$ cat src/sv/annexb_pkg.sv
package annexb_pkg;

  localparam int HoldDepth = 4;
  localparam int WinDepth  = HoldDepth + 1;
  localparam int QDepth    = 2;
  localparam int QPtrW     = $clog2(QDepth);
  localparam int QCntW     = $clog2(QDepth + 1);

  typedef logic [7:0] byte_t;
  typedef logic [2:0] wpos_t;   // position in the five-byte window, or a count 0..5

  localparam byte_t ZeroByte = 8'h00;
  localparam byte_t OneByte  = 8'h01;

  // One input item's results: window bytes plus per-byte flags, emitted range [beg, fin).
  typedef struct packed {
    byte_t [WinDepth-1:0] data;
    logic  [WinDepth-1:0] first;
    logic  [WinDepth-1:0] last;
    wpos_t                beg;
    wpos_t                fin;
  } burst_t;

  typedef struct packed {
    logic full;
    logic valid;
  } q_status_t;

endpackage

$ cat src/sv/annexb_front.sv
module annexb_front import annexb_pkg::*; (
  input  logic      clk,
  input  logic      rst_n,
  input  logic      in_tvalid,
  output logic      in_tready,
  input  logic [7:0] in_tdata,
  input  logic      in_tlast,
  input  q_status_t q_stat,
  output logic      push,
  output burst_t    push_burst
);

  byte_t               hold_r   [HoldDepth];
  byte_t               hold_nxt [HoldDepth];
  logic [HoldDepth-1:0] mark_r, mark_nxt;
  wpos_t               cnt_r, cnt_nxt;
  logic                inside_r, inside_nxt;

  byte_t               win [WinDepth];
  logic [WinDepth-1:0] wmark;
  logic [WinDepth-1:0] lastf;
  logic                accept;
  logic                sc;
  wpos_t               s;
  wpos_t               len;
  wpos_t               beg;
  wpos_t               fin;
  wpos_t               drop;
  wpos_t               j;

  assign in_tready = !q_stat.full;
  assign accept    = in_tvalid && in_tready;

  always_comb begin
    // window: held bytes, then the new byte
    for (int i = 0; i < HoldDepth; i++) begin
      if (3'(i) < cnt_r) begin
        win[i]   = hold_r[i];
        wmark[i] = mark_r[i];
      end else begin
        win[i]   = (3'(i) == cnt_r) ? in_tdata : ZeroByte;
        wmark[i] = 1'b0;
      end
    end
    win[HoldDepth]   = (cnt_r == 3'(HoldDepth)) ? in_tdata : ZeroByte;
    wmark[HoldDepth] = 1'b0;
    len = cnt_r + 3'd1;

    // 00 00 01 ending at the new byte; unit start moves back over one extra zero
    sc = 1'b0;
    s  = '0;
    unique case (cnt_r)
      3'd2: begin
        sc = (win[0] == ZeroByte) && (win[1] == ZeroByte) && (in_tdata == OneByte);
        s  = 3'd0;
      end
      3'd3: begin
        sc = (win[1] == ZeroByte) && (win[2] == ZeroByte) && (in_tdata == OneByte);
        s  = (win[0] == ZeroByte) ? 3'd0 : 3'd1;
      end
      3'd4: begin
        sc = (win[2] == ZeroByte) && (win[3] == ZeroByte) && (in_tdata == OneByte);
        s  = (win[1] == ZeroByte) ? 3'd1 : 3'd2;
      end
      default: begin
        sc = 1'b0;
        s  = '0;
      end
    endcase

    lastf = '0;
    beg   = '0;
    fin   = '0;
    drop  = '0;
    if (sc) begin
      wmark[s] = 1'b1;
      beg      = inside_r ? 3'd0 : s;
      fin      = in_tlast ? len : s;
      if (s != 3'd0) lastf[s - 3'd1] = 1'b1;
      if (in_tlast)  lastf[len - 3'd1] = 1'b1;
      drop     = s;
    end else if (!in_tlast && len == 3'(WinDepth)) begin
      // window full: oldest byte leaves
      fin  = inside_r ? 3'd1 : 3'd0;
      drop = 3'd1;
    end else if (in_tlast) begin
      fin = inside_r ? len : 3'd0;
      lastf[len - 3'd1] = 1'b1;
    end

    push            = accept && (fin > beg);
    push_burst.beg  = beg;
    push_burst.fin  = fin;
    push_burst.last = lastf;
    push_burst.first = wmark;
    for (int i = 0; i < WinDepth; i++) push_burst.data[i] = win[i];

    // next hold contents: window shifted down by drop
    for (int i = 0; i < HoldDepth; i++) begin
      j = 3'(i) + drop;
      if (j < 3'(WinDepth)) begin
        hold_nxt[i] = win[j];
        mark_nxt[i] = wmark[j];
      end else begin
        hold_nxt[i] = ZeroByte;
        mark_nxt[i] = 1'b0;
      end
    end

    cnt_nxt    = cnt_r;
    inside_nxt = inside_r;
    if (accept) begin
      if (in_tlast) begin
        cnt_nxt    = '0;
        inside_nxt = 1'b0;
      end else begin
        cnt_nxt    = len - drop;
        inside_nxt = inside_r || sc;
      end
    end
  end

  always_ff @(posedge clk) begin
    if (!rst_n) begin
      cnt_r    <= '0;
      inside_r <= 1'b0;
    end else begin
      cnt_r    <= cnt_nxt;
      inside_r <= inside_nxt;
    end
  end

  always_ff @(posedge clk) begin
    if (accept) begin
      hold_r <= hold_nxt;
      mark_r <= mark_nxt;
    end
  end

endmodule

$ cat src/sv/annexb_queue.sv
module annexb_queue import annexb_pkg::*; (
  input  logic      clk,
  input  logic      rst_n,
  input  logic      push,
  input  burst_t    push_burst,
  input  logic      pop,
  output burst_t    head,
  output q_status_t q_stat
);

  burst_t           mem_r [QDepth];
  logic [QPtrW-1:0] wp_r, wp_nxt;
  logic [QPtrW-1:0] rp_r, rp_nxt;
  logic [QCntW-1:0] cnt_r, cnt_nxt;

  assign head         = mem_r[rp_r];
  assign q_stat.valid = (cnt_r != '0);
  assign q_stat.full  = (cnt_r == QCntW'(QDepth));

  always_comb begin
    wp_nxt  = wp_r;
    rp_nxt  = rp_r;
    cnt_nxt = cnt_r;
    if (push) wp_nxt = (wp_r == QPtrW'(QDepth - 1)) ? '0 : wp_r + 1'b1;
    if (pop)  rp_nxt = (rp_r == QPtrW'(QDepth - 1)) ? '0 : rp_r + 1'b1;
    if (push && !pop)      cnt_nxt = cnt_r + 1'b1;
    else if (pop && !push) cnt_nxt = cnt_r - 1'b1;
  end

  always_ff @(posedge clk) begin
    if (!rst_n) begin
      wp_r  <= '0;
      rp_r  <= '0;
      cnt_r <= '0;
    end else begin
      wp_r  <= wp_nxt;
      rp_r  <= rp_nxt;
      cnt_r <= cnt_nxt;
    end
  end

  always_ff @(posedge clk) begin
    if (push) mem_r[wp_r] <= push_burst;
  end

endmodule

$ cat src/sv/annexb_back.sv
module annexb_back import annexb_pkg::*; (
  input  logic       clk,
  input  logic       rst_n,
  input  q_status_t  q_stat,
  input  burst_t     head,
  output logic       pop,
  output logic       out_tvalid,
  input  logic       out_tready,
  output logic [7:0] out_tdata,
  output logic       out_tlast,
  output logic [1:0] out_tuser
);

  wpos_t off_r, off_nxt;
  wpos_t cur;
  logic  end_hit;
  logic  xfer;

  always_comb begin
    cur        = head.beg + off_r;
    end_hit    = (cur + 3'd1) == head.fin;
    out_tvalid = q_stat.valid;
    out_tdata  = head.data[cur];
    out_tlast  = head.last[cur];
    out_tuser  = {end_hit, head.first[cur]};
    xfer       = out_tvalid && out_tready;
    pop        = xfer && end_hit;
    off_nxt    = off_r;
    if (xfer) off_nxt = end_hit ? 3'd0 : off_r + 3'd1;
  end

  always_ff @(posedge clk) begin
    if (!rst_n) off_r <= '0;
    else        off_r <= off_nxt;
  end

endmodule

$ cat src/sv/annexb_nal_unit_splitter.sv
// Channel | Dir | tdata (low bit up) | tlast        | tuser (low bit up)
// in_     | in  | stream_byte[7:0]   | stream_end   | -
// out_    | out | unit_byte[7:0]     | unit_last    | unit_first, burst_last
//
// One input byte per cycle while in_tready is high; results are registered in the burst
// queue. A byte causing k results (k is 0..5) holds the output side for k items; the
// two-entry burst queue between classifier and serializer sets how far input runs ahead.
// rst_n is synchronous, active low; it empties the queue and forgets any open unit.
// in_tready drops only while the burst queue is full; out_tready may stall at any time.
module annexb_nal_unit_splitter import annexb_pkg::*; (
  input  logic       clk,
  input  logic       rst_n,
  input  logic       in_tvalid,
  output logic       in_tready,
  input  logic [7:0] in_tdata,   // [7:0] stream_byte
  input  logic       in_tlast,   // stream_end
  output logic       out_tvalid,
  input  logic       out_tready,
  output logic [7:0] out_tdata,  // [7:0] unit_byte
  output logic       out_tlast,  // unit_last
  output logic [1:0] out_tuser   // [0] unit_first, [1] burst_last
);

  q_status_t q_stat;
  logic      push;
  logic      pop;
  burst_t    push_burst;
  burst_t    head;

  // Front: holds up to four bytes, spots 00 00 01, builds the result burst per byte.
  annexb_front u_front (
    .clk        (clk),
    .rst_n      (rst_n),
    .in_tvalid  (in_tvalid),
    .in_tready  (in_tready),
    .in_tdata   (in_tdata),
    .in_tlast   (in_tlast),
    .q_stat     (q_stat),
    .push       (push),
    .push_burst (push_burst)
  );

  // Bursts wait here so either side can stall without the other.
  annexb_queue u_queue (
    .clk        (clk),
    .rst_n      (rst_n),
    .push       (push),
    .push_burst (push_burst),
    .pop        (pop),
    .head       (head),
    .q_stat     (q_stat)
  );

  // Back: walks the head burst one item per accepted output cycle.
  annexb_back u_back (
    .clk        (clk),
    .rst_n      (rst_n),
    .q_stat     (q_stat),
    .head       (head),
    .pop        (pop),
    .out_tvalid (out_tvalid),
    .out_tready (out_tready),
    .out_tdata  (out_tdata),
    .out_tlast  (out_tlast),
    .out_tuser  (out_tuser)
  );

endmodule

$ cat config.mk
export PLATFORM = sky130hd
export DESIGN_NAME = annexb_nal_unit_splitter
export DESIGN_NICKNAME = d
export VERILOG_FILES = /design/src/sv/annexb_pkg.sv /design/src/sv/annexb_front.sv /design/src/sv/annexb_queue.sv /design/src/sv/annexb_back.sv /design/src/sv/annexb_nal_unit_splitter.sv
export SDC_FILE = /design/constraint.sdc
export NUM_CORES = 1
export LEC_CHECK = 0
export BUFFER_PORTS_ARGS = -buffer_cell sky130_fd_sc_hd__buf_2
export CORE_ASPECT_RATIO = 0.9
export CORE_UTILIZATION = 59
export CTS_BUF_LIST = sky130_fd_sc_hd__clkbuf_4
export DETAILED_ROUTE_END_ITERATION = 16
export PLACE_DENSITY = 0.79
export SETUP_SLACK_MARGIN = 0.05
export SLEW_MARGIN = 30
export SYNTH_ARGS = -nofsm -noshare
export SYNTH_HDL_FRONTEND = slang
export SYNTH_SLANG_ARGS = --single-unit
export TNS_END_PERCENT = 30
$ cat constraint.sdc
create_clock -name clk -period 8.45 [get_ports clk]
set_clock_uncertainty 0.15 [all_clocks]
set_input_delay 1.2675 -clock clk [delete_from_list [all_inputs] [get_ports clk]]
set_output_delay 1.2675 -clock clk [all_outputs]
set_load 0.01 [all_outputs]
Word level (Yosys, flattened, before mapping)
Memory sizes are Yosys's and may differ from the RTL's. A register that Yosys moved wholly into a read port is not among the register bits.
Index checks and enable logic that the tools add are counted.
{"block": "word_totals", "ram_bits": 112, "input_bits": 13, "ff_bits": 47, "elab_cells": 175, "memories": 1, "out_inout_bits": 13}
{"block": "classes", "bitwise": 6, "n_addsub": 14, "order_cmp": 24, "n_mux": 77, "eq_ne": 10, "n_reduce_logical": 29}
{"name": "u_queue.mem_r", "depth": 2, "word_bits": 56, "rd": 1, "rd_ports_with_merged_regs": 1, "write_ports": 1, "line_no": "annexb_queue.sv:11", "rtl": "burst_t mem_r [QDepth];"}
{"op": "two-way mux 8 bit", "count": 18}
{"op": "binary-select mux 8 bit (select 3 bit)", "count": 5}
{"op": "two-way mux 5 bit", "count": 7}
{"op": "zero test 8 bit", "count": 4}
{"op": "less-than comparator 3 x 4 -> 1 bit, second input constant", "count": 8}
{"op": "two-way mux 3 bit", "count": 10}
{"op": "two-way mux 1 bit", "count": 23}
{"op": "binary-select mux 1 bit (select 3 bit)", "count": 6}
{"op": "greater-or-equal comparator 4 bit, second input constant", "count": 4}
{"op": "logical AND 1 bit", "count": 16}
{"op": "NOT 3 -> 4 bit", "count": 4}
{"op": "less-than comparator 3 bit, second input constant", "count": 4}
{"op": "adder 3 x 1 -> 3 bit, second input constant", "count": 3}
{"op": "demux 1 bit (select 3 bit)", "count": 3}
{"op": "greater-or-equal comparator 3 x 1 -> 1 bit, second input constant", "count": 3}
{"op": "equality test 8 x 1 -> 1 bit, second input constant", "count": 1}
{"op": "adder 2 x 3 -> 3 bit, first input constant", "count": 2}
{"op": "equality test 2 x 3 -> 1 bit, first input constant", "count": 2}
{"op": "equality test 3 x 2 -> 1 bit, second input constant", "count": 2}
{"op": "equality test 3 bit, second input constant", "count": 2}
{"op": "less-than comparator 1 x 3 -> 1 bit, first input constant", "count": 2}
{"op": "less-than comparator 2 x 3 -> 1 bit, first input constant", "count": 2}
{"op": "two-way mux 2 bit", "count": 3}
{"op": "case mux 3 bit (2 select lines)", "count": 1}
{"op": "other kinds (19)", "count": 25}

Depth between registers and ports, before layout
Gate-level depths: netlist of the first run.
{"block": "depth", "depth_word": 16, "mapped_depth": 21, "mapped_depth_nobuf": 18}

By module
Synthesis of the first run repeated with hierarchy kept, for this count alone.
{"block": "hier_totals", "hier_cells": 727, "hier_area_um2": 8682.1}
{"mod": "annexb_queue", "n_inst": 1, "seq_area_each_um2": 3463.3, "cells_each": 196, "area_each_um2": 4272.8}
{"mod": "annexb_front", "n_inst": 1, "seq_area_each_um2": 1161.1, "cells_each": 454, "area_each_um2": 3723.6}
{"mod": "annexb_back", "n_inst": 1, "seq_area_each_um2": 60.1, "cells_each": 77, "area_each_um2": 685.7}

Worst setup path after synthesis of the first run
No wires, ideal clock.
{"block": "synth_path", "kind": "input to register", "startpoint": "input in_tdata[1]", "endpoint": "memory u_queue.mem_r[0][0] (netlist name), enable pin", "setup_slack_ns": 0.483, "required_time_ns": 7.768, "setup_ns": 0.532, "path_stages": 14, "arrival_ns": 7.285, "n_path_buf": 2, "path_cell_list": "clkbuf_1 -> nor4_1 -> nand2_1 -> a311oi_1 -> o21ai_2 -> nor2_1 -> clkbuf_1 -> nand2_1 -> nor2_1 -> ha_1 -> nand2_1 -> o21ai_0 -> o21a_1 -> nor3_1"}
{"element": "start, declared", "line_no": "annexb_nal_unit_splitter.sv:15", "rtl": "input logic [7:0] in_tdata,"}
{"element": "end, declared", "line_no": "annexb_queue.sv:11"}

==> results.yml, run 1 <==
critical_path:
  crit_top_cell: "nor2_1"
  critical_path.max_fanout: 54
  crit_path_start_kind: "register"
  cp_data_required_time_ns: 8.48
  max_stage_delay_ns: 0.78
  endpoint: "u_queue.mem_r[1][41]"
  cp_slowest_cell: "ha_1"
  r2r_setup_slack_ns: 2.36
  reg2regPathDepth: 16
  end_kind: "register"
  timing.rr.start: "u_front.cnt_r[0]"
  regToRegEndpoint: "u_queue.mem_r[1][41]"
  crit_arrival_ns: 6.12
  worstSetupPathType: "reg -> reg"
  crit_start: "u_front.cnt_r[0]"
  crit_chain: "inv_1, ha_1, nand2_2, or3_1, nor4_1, a22oi_1, nor2_1, nand2_1, nor2_1, ha_1, nand2_1, o21ai_0, o21a_1, nor2_1, and2_2, buf_4"
sta:
  fin_crit_sh_pct: 72.1
  slew_headroom_pct: 29.1
  fmax_mhz: 164
  setup_viol: 0
  fin_crit_ns: 6.09
  worst_pin_slew_ns: 1.05
  fin_ws_ns: 2.36
  maxSlewViolCount: 0
  finalHoldViolCount: 0
  timing.hold.ws_ns: 0.354
  rsz0062_at_grt: "false"
  tns_ns: 0
global_route:
  grt_pass1_wl_um: 32900
  grt_max_degree: 55
  grt_pass1_vias: 5865
  grt-ovfl-total: 0
  antenna_found_initial: 0
  grt_usage_pct: 30.5
synth:
  synth.avg_cell_area_um2: 11.5
  synth.distinct_cells: 64
  synthArstFlopShare_pct: 0
  synth_edf_count: 144
  ys.flop_type: "edfxtp_1"
  synthesis.nets: 762
  ys_ff_latch: 156
  ys_seq_area_share_pct: 54.5
  synth_warnings: 0
  netlist_area_um2: 8380
  netlist_instances: 728
clock_network:
  cts_tree: "done"
  cts.hold.buffers_added: 0
  cts-resized-gates: 0
  post_cts_buffers: 0
  cts.clk_slew.worst_paths_ns: 0.14
  clock_path_buffers: 2
  clk_latency_ns: 0.56
  clock-root-buffer: "clkbuf_4"
  cts_buffers: 17
  clkSinkCount: 156
  htreeDepth: 4
die:
  core_um2: 13600
  die_x_um: 128
  std_cell_rows: 40
  initial_utilization_pct: 61.6
  ioPinCount: 26
  dieHeight_um: 115
  dieArea_um2: 14700
routing:
  ant_nets: 0
  wire_per_inst_um: 22.7
  drcViolationCount: 0
  via_count: 6142
  vias_per_cell: 6.59
  drt-pass1-iter-count: 6
  drt_iter0_drc: 879
  drt-total-wl_um: 21200
hold_path:
  hp-start: "u_queue.wp_r"
  hp-class: "reg -> reg"
pwr:
  power_mw: 1.41
  vdd_drop_max_v: 0.0000929
  powerDensity_nw_per_um2: 159
  p_leak_nw: 2.97
finish:
  syn_to_final_growth_pct: 5.85
  diodes: 0
  layout_commonest_cell: "edfxtp_1"
  nets: 764
  mostFrequentLayoutCells: "edfxtp_1 (144), nand2_1 (113), o21ai_0 (52)"
  drive_above_1_share_pct: 13.6
  stdcell_area_um2: 8870
placed_design:
  globalplace.congestion: 0.961
  dpl.hpwl_um: 14700
  pre_cts_slack_ns: 2.46
  portBuffers: 25
  place_area_um2: 8580
run_status:
  outcome: "complete, no violations"
run:
  max-cap-violations: 0
[worst min path at each step]
stage / end / slack, ns / cells after the start
floorplan: u_queue.wp_r / 0.30 / 2
global placement: u_queue.wp_r / 0.32 / 2
detailed placement: u_queue.wp_r / 0.34 / 2
CTS: u_queue.wp_r / 0.36 / 2
global route: u_queue.wp_r / 0.42 / 2
finish: u_queue.wp_r / 0.35 / 2
[synthesized netlist by cell type, drive strengths merged, types with 2 or more instances]
master	number	share of area (%)
a2111oi	2	0.28
a211o	10	1.0
a211oi	4	0.51
a21oi	45	2.7
a221o	3	0.36
a22o	7	0.73
a31oi	2	0.15
a32o	4	0.48
and2	7	0.52
and3	9	0.67
and3b	2	0.21
buf	25	1.8
clkbuf	27	1.2
dfxtp	12	2.9
edfxtp	144	52
fa	2	0.48
ha	19	2.8
inv	13	0.58
mux2	5	0.67
mux2i	40	4.8
mux4	20	5.4
nand2	114	5.1
nand2b	3	0.22
nand3	33	2.0
nand4bb	2	0.27
nor2	22	1.2
nor2b	8	0.60
nor3	26	1.6
nor4	9	0.85
o2111ai	5	0.52
o211ai	4	0.36
o21a	3	0.27
o21ai	60	3.6
o22ai	2	0.15
or2	3	0.22
or3	7	0.52
or4bb	2	0.27
xnor2	7	0.73
xor2	5	0.52
[flip-flops by register name (all words and copies together), names as in the netlist, named ones only]
signal            flops
u_queue.rp_r          1
u_front.mark_r        4
u_back.off_r          3
u_front.cnt_r         3
u_queue.cnt_r         2
u_front.inside_r      1
u_queue.wp_r          1
u_front.hold_r       32
u_queue.mem_r       108
[metal layers]
metal  vias to the layer above  global-route usage (%)  share of wire (%)
met4                         0                    9.25                2.0
met5                         -                       0                  0
met3                        36                    6.84                 10
li1                       2746                       -                  -
met2                       357                    45.7                 44
met1                      3003                    45.0                 44
[report_power, final]
group          switching, mW  total (mW)  internal [mW]
Clock                  0.290       0.471          0.181
Combinational         0.0568      0.0785         0.0217
Sequential           0.00788       0.857          0.849
[worst max-delay path, delay by kind of cell (launching register included)]
| kind | cells | cell delay (ns) |
|---|---|---|
| fa+ha+maj | 2 | 1.06 |
| simple gates | 9 | 2.53 |
| compound gates | 3 | 0.44 |
| buf+inv | 2 | 0.84 |
| flops | 1 | 0.64 |
[layout make-up]
cell class                 instances  area (µm²)
clock inverter                    15         161
timing repair buffer              35         200
inverter                          13        48.8
tap                              189         236
fill                            1066        4740
multi-input combinational        507        3530
sequential                       156        4570
clock buffer                      17         128
[metrics by stage]
| step | util, % | cells |
|---|---|---|
| after floorplan | - | 728 |
| final | 65.2 | 932 |
| after global routing | 65.2 | 932 |
| after detailed placement | 63.0 | 900 |
| after CTS | 65.1 | 932 |
| after global placement | 63.0 | 900 |
[cell families after synthesis]
kind of cell	count (synthesis)	share of synthesized area (%)
buffers and inverters	65	3.58
AO/OA/AOI/OAI	156	11.6
XOR/XNOR	12	1.25
multiplexers	65	10.8
flip-flops	156	54.5
adder cells (fa/ha/maj)	21	3.31
AND/OR/NAND/NOR	253	14.9
(Power assumes the default switching activity.)
==> inputs of run 2 (changes only) <==
CORE_UTILIZATION = 60   (was 59)
PLACE_DENSITY = 0.77   (was 0.79)
clock period = 6.35 ns   (was 8.45 ns; I/O delays follow)
==> results.yml, run 2 (synthesis gave the netlist of run 1 again) <==
finish:
  largestRegisters: "u_queue.mem_r x108, u_front.hold_r x32, u_front.mark_r x4"
  syn_to_final_growth_pct: 6.64
  largest_register: "u_queue.mem_r"
  mostFrequentLayoutCells: "edfxtp_1 (144), nand2_1 (113), o21ai_0 (53)"
  largest_register_ffs: 108
  nets: 775
  drive_above_1_share_pct: 15.1
  stdcell_area_um2: 8940
  layout_commonest_cell: "edfxtp_1"
  diodes: 0
clock_network:
  clock-root-buffer: "clkbuf_4"
  clkSinkCount: 156
  htreeDepth: 4
  cts.hold.buffers_added: 0
  clk_latency_ns: 0.56
  clock_path_buffers: 2
  cts_buffers: 17
  cts-resized-gates: 0
  cts.clk_slew.worst_paths_ns: 0.14
  post_cts_buffers: 0
  cts_tree: "done"
critical_path:
  r2r_setup_slack_ns: 0.72
  end_kind: "register"
  cp_slowest_cell: "nor2_1"
  crit_arrival_ns: 5.68
  crit_chain: "buf_4, inv_1, ha_1, nand2_2, or3_1, nor4_1, a22oi_1, nor2_1, nand2_1, nor2_1, ha_1, nand2_1, o21ai_0, o21a_1, nor2_1, and2_2, buf_4"
  crit_path_start_kind: "register"
  critical_path.max_fanout: 54
  max_stage_delay_ns: 0.71
  cp_data_required_time_ns: 6.41
  crit_top_cell: "nor2_1"
  worstSetupPathType: "reg -> reg"
die:
  std_cell_rows: 40
  core_um2: 13500
  initial_utilization_pct: 62.2
  die_x_um: 127
  dieArea_um2: 14400
  dieHeight_um: 114
  ioPinCount: 26
pwr:
  vdd_drop_max_v: 0.000118
  p_comb_share_pct: 6.1
  sw_frac_of_total_pct: 25.4
  p_sw_mw: 0.479
  power_mw: 1.89
  powerDensity_nw_per_um2: 211
  pwr-share-seq_pct: 60.3
  p_leak_nw: 3.04
  intPower_mw: 1.41
  clkPwrFrac_pct: 33.6
routing:
  drt-total-wl_um: 22500
  wire_per_inst_um: 24.5
  ant_nets: 0
  drt-pass1-iter-count: 6
  via_count: 6230
  vias_per_cell: 6.76
  drt_iter0_drc: 811
  drcViolationCount: 0
global_route:
  grt_pass1_vias: 5756
  grt_pass1_wl_um: 34400
  grt_max_degree: 55
  grt-ovfl-total: 0
  antenna_found_initial: 0
  grt_usage_pct: 32.9
sta:
  worst_pin_slew_ns: 0.937
  tns_ns: 0
  rsz0062_at_grt: "false"
  fin_crit_ns: 5.63
  finalHoldViolCount: 0
  maxSlewViolCount: 0
  slew_headroom_pct: 37.4
  setup_viol: 0
  fmax_mhz: 178
  fin_crit_sh_pct: 88.6
hold_path:
  hp-class: "reg -> reg"
run_status:
  outcome: "complete, no violations"
placed_design:
  portBuffers: 25
  globalplace.congestion: 0.997
  place_area_um2: 8640
  dpl.hpwl_um: 15400
run:
  max-cap-violations: 0
[run 2: cell types whose count changed in the layout (fill, tap and decap cells not counted), sizes merged]
cell / delta
clkinv: -1
clkinvlp: -1
buf: +11
clkbuf: +1
inv: +1
[run 2: final timing paths]
| path | cells past startpoint | start | end |
|---|---|---|---|
| setup / recovery | 17 | u_front.cnt_r[0] | u_queue.mem_r[1][44] |
| setup reg to reg | 17 | u_front.cnt_r[0] | u_queue.mem_r[1][44] |
| hold reg to reg | 2 | u_queue.wp_r | u_queue.wp_r |
| hold / removal | 2 | u_queue.wp_r | u_queue.wp_r |
[run 2: through the flow]
step	utilization [%]	worst slack [ns]	instances	hold WS, ns
floorplan	-	0.362	728	0.312
global placement	64.2	1.10	890	0.332
detailed placement	64.2	0.855	890	0.356
CTS	66.4	0.812	922	0.375
global route	66.4	0.342	922	0.413
finish	66.4	0.723	922	0.374
[run 2: area by class of cell]
| type | count | area (µm²) |
|---|---|---|
| multi-input cells | 507 | 3530 |
| well taps | 168 | 210 |
| repair buffers | 46 | 283 |
| inverters | 13 | 48.8 |
| clock buffers | 18 | 135 |
| clock inverters | 14 | 159 |
| fillers | 1012 | 4530 |
| flip-flops and latches | 156 | 4570 |
[run 2: power by group through the flow]
stage / registers (mW) / clock network [mW] / logic (mW)
floorplan: 1.16 / 0 / 0.0671
global placement: 1.16 / 0 / 0.108
detailed placement: 1.16 / 0 / 0.110
CTS: 1.14 / 0.643 / 0.109
global route: 1.14 / 0.679 / 0.122
finish: 1.14 / 0.635 / 0.114
[run 2: metal layers]
layer,up-vias,GRT usage [%],part of all wire [%]
met4,0,12.9,3.2
met5,-,0,0
met2,389,47.7,43
met3,58,7.20,11
met1,3006,48.7,43
li1,2777,-,-
[run 2: worst max-delay path: cells and delay by family (launching register included)]
kind,cells,cell delay (ns)
AO/OA/AOI/OAI,3,0.43
adder cells (fa/ha/maj),2,0.93
AND/OR/NAND/NOR,9,2.46
flip-flops,1,0.32
buffers and inverters,3,0.91
